--- src/rtl/cau_pkg.sv ---
// cau_pkg: shared types and constants of the complex arithmetic reduce unit
// holds the operation codes, the queued item type and the default fraction width
// used by cau_front, cau_back and the top level
package cau_pkg;

  localparam int FRAC_BITS_DEF = 16;

  localparam logic [1:0] OP_ADD = 2'd0;
  localparam logic [1:0] OP_SUB = 2'd1;
  localparam logic [1:0] OP_MUL = 2'd2;
  localparam logic [1:0] OP_DIV = 2'd3;

  // one classified item as it waits between front and back
  typedef struct packed {
    logic [1:0]         kind;
    logic               reduce;
    logic               first;
    logic               last;
    logic               load;   // reduce run start: accumulator load
    logic               emit;   // this item produces a result beat
    logic signed [31:0] a_re;
    logic signed [31:0] a_im;
    logic signed [31:0] b_re;
    logic signed [31:0] b_im;
  } item_t;

endpackage

--- src/rtl/cau_front.sv ---
// cau_front: input side of the complex arithmetic reduce unit
// accepts beats, classifies them and holds them in a two-entry queue
// depends on cau_pkg
module cau_front (
  input  logic                clk,
  input  logic                rst,
  input  logic                push,
  output logic                full,
  input  logic [1:0]          kind,
  input  logic                reduce,
  input  logic signed [31:0]  a_re,
  input  logic signed [31:0]  a_im,
  input  logic signed [31:0]  b_re,
  input  logic signed [31:0]  b_im,
  input  logic                first,
  input  logic                last,
  output logic                q_valid,
  input  logic                q_ready,
  output cau_pkg::item_t      q_item
);

  cau_pkg::item_t ent [2];
  cau_pkg::item_t cls;
  logic           wr;
  logic           rd;
  logic [1:0]     cnt;
  logic           do_push;
  logic           do_pop;

  // classify the incoming beat
  always_comb begin
    cls.kind   = kind;
    cls.reduce = reduce;
    cls.first  = first;
    cls.last   = last;
    cls.load   = reduce & first;
    cls.emit   = ~reduce | last;
    cls.a_re   = a_re;
    cls.a_im   = a_im;
    cls.b_re   = b_re;
    cls.b_im   = b_im;
  end

  assign full    = (cnt == 2'd2);
  assign q_valid = (cnt != 2'd0);
  assign q_item  = ent[rd];
  assign do_push = push & ~full;
  assign do_pop  = q_valid & q_ready;

  // queue storage
  always_ff @(posedge clk) begin
    if (do_push) begin
      ent[wr] <= cls;
    end
  end

  // queue pointers
  always_ff @(posedge clk) begin
    if (rst) begin
      wr  <= 1'b0;
      rd  <= 1'b0;
      cnt <= 2'd0;
    end else begin
      if (do_push) begin
        wr <= ~wr;
      end
      if (do_pop) begin
        rd <= ~rd;
      end
      if (do_push && !do_pop) begin
        cnt <= cnt + 2'd1;
      end else if (!do_push && do_pop) begin
        cnt <= cnt - 2'd1;
      end
    end
  end

endmodule

--- config.mk ---
export PLATFORM = sky130hd
export DESIGN_NAME = cau_front
export DESIGN_NICKNAME = d
export VERILOG_FILES = /design/src/rtl/cau_pkg.sv /design/src/rtl/cau_front.sv
export SDC_FILE = /design/constraint.sdc
export NUM_CORES = 1
export LEC_CHECK = 0
export ABC_AREA = 1
export BUFFER_PORTS_ARGS = -buffer_cell sky130_fd_sc_hd__buf_4
export CAP_MARGIN = 20
export CELL_PAD_IN_SITES_DETAIL_PLACEMENT = 1
export CELL_PAD_IN_SITES_GLOBAL_PLACEMENT = 2
export CORE_AREA = 3 3 128 223
export DETAILED_ROUTE_END_ITERATION = 10
export DIE_AREA = 0 0 131 226
export PLACE_DENSITY_LB_ADDON = 0.1
export RECOVER_POWER = 50
export SLEW_MARGIN = 20
export SYNTH_ARGS = -nofsm -noshare
export SYNTH_HDL_FRONTEND = slang
export SYNTH_SLANG_ARGS = --single-unit
--- constraint.sdc ---
create_clock -name clk -period 10.04 [get_ports clk]
set_input_delay 1.506 -clock clk [delete_from_list [all_inputs] [get_ports clk]]
set_output_delay 1.506 -clock clk [all_outputs]
set_load 0.05 [all_outputs]
# After elaboration in Yosys (flattened, before gate mapping)
# Memories as Yosys holds them, arrays and structs flattened. A register that Yosys moved wholly into a read port is not among the register bits.
# Cells that the tools add are included.
[totals]
ff_bits = 4
mem_bits_rw = 270
in_bits = 137
output_inout_bits = 137
mem_count = 1
[op_classes]
add_sub_neg = 2
eq_ne = 1
muxes = 6
bitwise = 8
n_reduce_logical = 6
[mem_list]
columns = ["memory", "words", "word_bits", "read_ports", "rd_ports_with_merged_regs", "write_ports", "line_no", "rtl"]
rows = [
  ["ent", 2, 135, 1, 1, 1, "cau_front.sv:22", "cau_pkg::item_t ent [2];"],
]
[ops]
columns = ["cell", "count"]
rows = [
  ["$mux 1", 4],
  ["$mux 2", 2],
  ["$not 1->1", 4],
  ["$reduce_bool 2->1", 2],
  ["$and 1x1->1", 3],
  ["$add 2x1->2 const B", 1],
  ["$eq 2x2->1 const B", 1],
  ["$logic_and 1x1->1", 2],
  ["$logic_not 1->1", 2],
  ["$sub 2x1->2 const B", 1],
  ["$or 1x1->1", 1],
]

# Logic depth before layout (Yosys ltp)
# Gate-level depths: netlist of the first run.
[logic_depth]
ltp_word = 7
depth_mapped = 10
mapped_depth_nobuf = 10

# Worst setup path after synthesis of the first run
# No wires, ideal clock.
[synth_path]
path_kind = "input to register"
from = "input push"
to = "memory ent[0][0] in the netlist's numbering, enable pin"
arrival_ns = 7.268
required_ns = 9.408
path_slack_ns = 2.140
stages = 2
n_path_buf = 0
path_cell_list = "o21ai_0 > nor2_1"
[synth_via]
elab_chain_cells = 3
[synth_rtl]
columns = ["item", "line_no", "rtl"]
rows = [
  ["start: declaration", "cau_front.sv:7", "input logic push,"],
  ["$and 1x1->1", "cau_front.sv:47", "assign do_push = push & ~full;"],
  ["$mux 1", "cau_front.sv:52", "if (do_push) begin"],
  ["$mux 1 (implied by the code)", "cau_front.sv:53", "ent[wr] <= cls;"],
  ["end: declaration", "cau_front.sv:22", ""],
]
# Every way passes these cells.

# Worst setup path in the final report of the first run
[layout_path]
from = "input push"
to = "memory ent[0][97] in the netlist's numbering, enable pin"
# Same word-level chain as after synthesis.

==> summary.md, run 1 <==
| Metric | Value |
|---|---|
| Status | complete, but fails checks |
| Violated checks | capacitance limit, slew limit |
| WP data required | 10.05 ns |
| Post-CTS Hold Buffers | 0 |
| Area share of and/or/nand/nor cells after synthesis | 0.7859% |
| Routed wire length on met2 | 13070 um |
| Clock insertion delay at the later pin of the skew report | 0.52 ns |
| Cell type contributing the most total cell area after synthesis | edfxtp_1 |
| Standard-cell row count | 79 |
| Clock Sinks | 275 |
| I/O Pins | 274 |
| Worst min-delay path category | reg -> reg |
| Average size of a mapped cell | 22.10 um^2 |
| Top cells by instance count after synthesis | edfxtp_1 (270), mux2_2 (85), mux2_4 (50) |
| Kind of capture point of the worst setup path | register |
| Largest fanout on the critical path | 80 |
| Routed length on met1 | 7020 um |
| Xor/xnor share of the synthesized area | 0% |
| Total overflow reported by the global router | 0 |
| Layout Skew | 0.007784 ns |
| Area fraction in compound gates after synthesis | 0.2456% |
| Uppermost metal layer occupied by signal nets | met4 |
| Path type of the worst setup path | in -> reg |
| Final Max Tran Viols | 137 |
| First-pass GRT wire length | 32890 um |
| Post-route clock period utilization | 53.67% |
| Yosys Warn Count | 0 |
| Buffers & Inverters on Critical Path | 2 |
| Flip-flop and latch count after synthesis | 275 |
| Async SR Flop Fraction | 0% |
| Number of placed instances, taps included | 1088 |
| Combined area of all synthesized cells | 10190 um^2 |
| Floorplan die height | 226 um |
| CP top delay family | buffers and inverters |
| Width of the die | 131 um |
| Share of the synthesized area in the top cell type | 79.57% |
| Setup violations, final | 0 |
| Highest cell delay on the worst timing path | 3.28 ns |
| RSZ-0062 raised after global routing | false |
| Number of resized instances in the post-cts repair step | 0 |
| CTS tree | built |
| Violation count after the first detailed-routing iteration | 179 |
| Share of synthesized area spent on multiplexers | 16.76% |
| Leakage component of the power | 4.914 nW |
| DRC viols | 0 |
| Slew margin rel. | -211.0% |
| Worst ir drop on vdd | 0.2048 mV |
| Via count of the first global-routing pass | 6013 |
| Port Buffers | 273 |
| Drt pass-1 iters | 4 |
| Number of nets with antenna violations after routing | 0 |
| Initial antenna violation count | 3 |
| Area of the placeable core | 26790 um^2 |
| Final period demand of the worst path | 5.389 ns |
| Number of enable-type register cells in the synthesized netlist | 270 |
| Number of buffers created by CTS | 26 |
| Final net count | 891 |
| Post-route setup slack | 4.651 ns |
| Number of H-tree levels | 1 |
| Area delta synth->final | 30.76% |
| Library cell used as clock root buffer | clkbuf_16 |
| CP startpoint kind | input port |
| Final-layout setup total negative slack | 0 ns |
| Effective utilization at floorplan | 38.04% |
| Routed wire length on met3 | 1697 um |
| Slew at the pin closest to its max-slew limit | 4.665 ns |
| Primary FF master, synth | edfxtp_1 |
| Area of the die | 29610 um^2 |
| Post-Place Worst Slack | 5.796 ns |
| Number of setup buffers added after CTS | 0 |
| Post-synth cell types | 14 |
| Max Cap Violations | 2 |
| Top achievable clock speed | 185.6 MHz |
| Highest-delay cell along the critical path | clkbuf_1 |
| Final Hold Viols | 0 |
| Worst-path clk slew | 0.06 ns |
| Combined global-route utilization of all metal layers | 14.66% |
| Post-synthesis adder-cell area fraction | 0.1228% |
| Vias post-DR | 5191 |
| Largest net degree at the start of global routing | 81 |
| Post-DR vias/cell | 4.574 |
| DPL Wire Length | 15630 um |
| Share of the yosys chip area belonging to registers | 80.55% |
| Post-route core utilization | 49.74% |
| Fraction of layout cells with a size suffix above 1 | 52.99% |
| Synth area leaders | edfxtp_1 (80%), mux2_2 (9.4%), mux2_4 (7.4%) |
| Cell-by-cell trace of the critical path | clkbuf_4, o21ai_0, nor2_4, clkbuf_1 |
| Maximum count of clock buffers along a single path | 3 |
| Placer congestion estimate | 0.7644 |
| Top-count cell post-synth | edfxtp_1 |
| Routed length per placed instance | 19.83 um |
| Post-synthesis instance total | 461 |
| Arrival time worst endpoint | 5.40 ns |
| Combinational family with the most area after synthesis | multiplexers |
| Post-Syn Nets | 599 |
| Total detailed-routing wirelength | 22510 um |
| Final standard cell count with taps included and fillers excluded | 1135 |
| Total power divided by cell area | 284.3 nW/um^2 |
-- metrics by stage --
stage / power, W / cell area [um^2] / hold slack, ns
after floorplan: 0.002508 / 10190 / 0.4645
after global placement: 0.002845 / 12630 / 0.4814
after detailed placement: 0.002871 / 12630 / 0.5061
after CTS: 0.003842 / 13450 / 0.5220
after global routing: 0.003951 / 13320 / 0.5640
final: 0.003788 / 13320 / 0.5137
-- cells in the final DEF, fill, tap and decap left out, types with 4 or more instances in the layout --
| master | count |
|---|---|
| clkinv_1 | 4 |
| edfxtp_1 | 270 |
| nand2_1 | 9 |
| mux2_4 | 50 |
| nor2_1 | 6 |
| mux2_2 | 85 |
| clkbuf_1 | 48 |
| inv_1 | 10 |
| dfxtp_1 | 4 |
| clkbuf_16 | 27 |
| buf_4 | 141 |
| clkbuf_4 | 94 |
-- metal layers --
layer	up-vias	GRT usage, %
met4	0	4.949
met5	-	0
li1	2398	-
met3	38	4.379
met2	178	28.56
met1	2577	14.10
-- worst register-to-register path: stages, from the launching register on --
cell and delay (ns):
dfxtp_1 0.32, inv_1 0.11, o21ai_0 0.28, nor2_4 0.18, clkbuf_1 3.28
-- logic make-up (layout without fill, tap and decap cells) --
family | Yosys count | after routing
other | 0 | 3
buffers and inverters | 25 | 332
AO/OA/AOI/OAI | 5 | 5
adder cells (fa/ha/maj) | 1 | 1
multiplexers | 135 | 135
AND/OR/NAND/NOR | 20 | 20
flip-flops | 275 | 275
-- report_power, final --
part / switching, W / internal [W] / leakage [nW] / total [W]
logic: 0.000878 / 0.000434 / 1.95 / 0.00131
registers: 0.0000511 / 0.00147 / 2.56 / 0.00152
clock network: 0.000393 / 0.000563 / 0.400 / 0.000956
total: 0.00132 / 0.00247 / 4.91 / 0.00379
-- sequential cells by signal, indices dropped and copies added, names as in the netlist, named ones only --
| name | count |
|---|---|
| wr | 1 |
| rd | 1 |
| cnt | 2 |
| ent | 270 |
-- area by class of cell --
cell class,count,area (um^2)
tap,364,455.4
antenna,3,7.507
clock inverter,10,120.1
multi-input combinational,161,1841
timing repair buffer,279,1953
sequential,275,8212
fill,2495,13460
clock buffer,33,698.2
inverter,10,37.54
-- worst paths after layout --
path	start	endpoint	slack [ns]	depth (start not counted)
max reg2reg	cnt[1]	ent[0][97]	5.30	4
min reg2reg	rd	register	0.51	2
max	push	ent[0][97]	4.65	4
min	rd	register	0.51	2
Power figures use the tool's default switching activity.
==> run 2: changes to the inputs <==
ABC_AREA = 0   (was 1)
clock period = 5.15 ns   (was 10.04 ns; I/O delays follow)
==> run 2 against run 1 <==
The run now ends clean. Hold slack got worse by 0.049 ns. Global-route usage rose by 0.14 points. Sequential cell count did not move. Non-clock buffer count fell by 1. Die area did not move. Final cell count fell by 1.3%. Critical path type is now reg -> out.
==> summary.md, run 2 <==
| Metric | Value |
|---|---|
| Status | finished, final reports clean |
| Post-Syn Nets | 585 (-2.3%) |
| Number of placed instances, taps included | 1074 (-1.3%) |
| Post-CTS Hold Buffers | 0 (unchanged) |
| Kind of capture point of the worst setup path | primary output |
| Post-DR vias/cell | 4.591 (+0.38%) |
| Number of setup buffers added after CTS | 0 (unchanged) |
| Combined area of all synthesized cells | 10160 um^2 (-0.25%) |
| Leakage component of the power | 4.842 nW (-1.5%) |
| Top-count cell post-synth | edfxtp_1 |
| Cell Int Power | 0.004967 W (+100%) |
| Post-route core utilization | 49.59% (-0.15 points) |
| Final period demand of the worst path | 3.406 ns |
| Via count of the first global-routing pass | 5879 (-2.2%) |
| Area of the die | 29610 um^2 (unchanged) |
| Final net count | 875 (-1.8%) |
| Number of buffers created by CTS | 25 (-3.8%) |
| Arrival time worst endpoint | 2.63 ns (-2.77 ns) |
| CTS tree | built |
| Violation count after the first detailed-routing iteration | 241 (+35%) |
| Number of enable-type register cells in the synthesized netlist | 270 (unchanged) |
| Combined global-route utilization of all metal layers | 14.79% (+0.14 points) |
| Floorplan die height | 226 um (unchanged) |
| Async SR Flop Fraction | 0% (unchanged) |
| Top cells by instance count after synthesis | edfxtp_1 (270), mux2_2 (85), mux2_4 (50) |
| Fraction of layout cells with a size suffix above 1 | 52.58% (-0.41 points) |
| Worst ir drop on vdd | 0.4467 mV (+120%) |
| Slew at the pin closest to its max-slew limit | 0.9823 ns (-3.683 ns) |
| Largest Register | ent |
| Final Max Tran Viols | 0 (-100%) |
| Placer congestion estimate | 0.7427 (-2.8%) |
| Switching power share of the total | 35.91% (+0.99 points) |
| RSZ-0062 raised after global routing | false |
| Top achievable clock speed | 293.6 MHz |
| Largest regs | ent x270, cnt x2 |
| Worst min-delay path category | in -> reg |
| Highest cell delay on the worst timing path | 0.88 ns (-2.40 ns) |
| Final standard cell count with taps included and fillers excluded | 1120 (-1.3%) |
| Area delta synth->final | 30.69% (about the same) |
| Final Hold Viols | 0 (unchanged) |
| Post-route clock period utilization | 66.13% |
| Area of the placeable core | 26790 um^2 (unchanged) |
| Vias post-DR | 5142 (-0.94%) |
| Post-synth cell types | 17 (+3) |
| First-pass GRT wire length | 32970 um (+0.25%) |
| Number of H-tree levels | 1 (unchanged) |
| Layout Skew | 0.01096 ns (+0.003176 ns) |
| Max Cap Violations | 0 (-2) |
| Post-synthesis instance total | 447 (-3.0%) |
| Clock Sinks | 275 (unchanged) |
| Switching component of the power | 0.002782 W (+110%) |
| Worst-path clk slew | 0.06 ns (about the same) |
| Placed instance area | 12620 um^2 (about the same) |
| Largest fanout on the critical path | 64 (-20%) |
| Power, Total | 0.007749 W (+100%) |
| Primary FF master, synth | edfxtp_1 |
| Commonest cells after routing, fill and taps aside | edfxtp_1 (270), buf_4 (143), mux2_2 (85) |
| Path type of the worst setup path | reg -> out |
| Total power divided by cell area | 583.4 nW/um^2 (+110%) |
| Most frequent cell on the critical path | buf_4 |
| Number of resized instances in the post-cts repair step | 0 (unchanged) |
| DPL Wire Length | 15810 um (+1.2%) |
| Initial antenna violation count | 2 (-1) |
| Effective utilization at floorplan | 37.95% (-0.093 points) |
| Final-layout setup total negative slack | 0 ns (unchanged) |
| Total overflow reported by the global router | 0 (unchanged) |
| Max reg flops | 270 (unchanged) |
| Share of the synthesized area in the top cell type | 79.76% (+0.20 points) |
| Cell-by-cell trace of the critical path | buf_4, mux2_2, buf_4 |
| Maximum count of clock buffers along a single path | 3 (unchanged) |
| Cell type contributing the most total cell area after synthesis | edfxtp_1 |
| Most common cell after layout, fill and taps aside | edfxtp_1 |
| Share of power burned in combinational logic | 36.6% (+2.0 points) |
| Clk network pwr share | 25.2% (about the same) |
| Clock insertion delay at the later pin of the skew report | 0.51 ns (about the same) |
| Hold path startpoint | rst |
| Number of nets with antenna violations after routing | 0 (unchanged) |
| Port Buffers | 273 (unchanged) |
| Standard-cell row count | 79 (unchanged) |
| Slew margin rel. | 34.51% (+250 points) |
| WP data required | 4.38 ns (-5.67 ns) |
| Width of the die | 131 um (unchanged) |
| Library cell used as clock root buffer | clkbuf_16 |
| DRC viols | 0 (unchanged) |
| Total detailed-routing wirelength | 22620 um (+0.48%) |
| Drt pass-1 iters | 4 (unchanged) |
| Yosys Warn Count | 0 (unchanged) |
| Largest net degree at the start of global routing | 79 (-2.5%) |
| Synth area leaders | edfxtp_1 (80%), mux2_2 (9.4%), mux2_4 (7.4%) |
| Average size of a mapped cell | 22.74 um^2 (+2.9%) |
| Flip-flop and latch count after synthesis | 275 (unchanged) |
| Fraction of power consumed by sequential logic | 38.1% (-2.0 points) |
| Launch instance of the worst register-to-register path | cnt[0] |
| Routed length per placed instance | 20.19 um (+1.8%) |
| CP startpoint kind | register |
| Share of the yosys chip area belonging to registers | 80.75% (+0.20 points) |
| I/O Pins | 274 (unchanged) |
| Design Area, Final | 13280 um^2 (-0.30%) |
| Highest-delay cell along the critical path | dfxtp_4 |
| Setup violations, final | 0 (unchanged) |
[run 2: cell count changes in the layout (fill, tap and decap cells not counted), sizes merged, moves of 2 or more]
| cell | before | now |
|---|---|---|
| inv | 10 | 2 |
| clkbuf | 169 | 162 |
| xor2 | 0 | 3 |
| clkinv | 7 | 9 |
| nand3 | 2 | 0 |
| or3 | 0 | 2 |
| nor2 | 8 | 4 |
| bufinv | 3 | 6 |
| and2 | 0 | 2 |
| nand2 | 9 | 0 |
| diode | 3 | 1 |
| buf | 143 | 145 |
[run 2: stage by stage]
| stage | hold slack (ns) | setup slack [ns] |
|---|---|---|
| floorplan | 0.4516 | 0.5643 |
| global placement | 0.4769 | 2.273 |
| detailed placement | 0.4879 | 2.232 |
| CTS | 0.4070 | 1.646 |
| global route | 0.4303 | 1.582 |
| finish | 0.4642 | 1.744 |
[run 2: cell families (layout without fill, tap and decap cells)]
group / after synthesis / after routing / share of synthesized area [%]
buf+inv: 17 / 325 / 1.243
flops: 275 / 275 / 80.75
fa+ha+maj: 1 / 1 / 0.1231
mux: 135 / 135 / 16.80
compound gates: 5 / 5 / 0.2461
other cells: 0 / 1 / 0
xor+xnor: 3 / 3 / 0.2585
simple gates: 11 / 11 / 0.5786
[run 2: path summary, 6_finish.rpt]
| check | endpoint | slack, ns | depth (start not counted) |
|---|---|---|---|
| worst max-delay path | q_item[3] | 1.74 | 3 |
| worst min-delay path | wr | 0.46 | 2 |
| worst max register to register | ent[0][21] | 2.70 | 4 |
| worst min register to register | wr | 0.50 | 2 |
[run 2: layout make-up]
class	instances	area, um^2
repair buffers	278	1902
fillers	2515	13500
clock inverters	16	226.5
clock buffers	29	640.6
inverters	2	12.51
diodes	1	2.502
multi-input cells	155	1833
well taps	364	455.4
flip-flops and latches	275	8212
[run 2: power groups by stage]
stage	Clock (W)	Combinational (W)	Sequential, W
6_report	0.00196	0.00284	0.00296
5_1_grt	0.00212	0.00297	0.00299
4_1_cts	0.00203	0.00291	0.00297
3_5_place_dp	0	0.00290	0.00301
3_3_place_gp	0	0.00288	0.00300
2_1_floorplan	0	0.00215	0.00295
[run 2: worst max-delay path: cells and delay by family (launching register included)]
| family | cells | cell delay [ns] |
|---|---|---|
| flops | 1 | 0.88 |
| buf+inv | 2 | 0.74 |
| mux | 1 | 0.40 |
[run 2: per-layer routing]
metal  track usage (%)  part of all wire [%]
met1             14.88                    33
met2             28.25                    57
met3             4.663                   7.7
met4             4.450                   1.6
met5                 0                 0.057
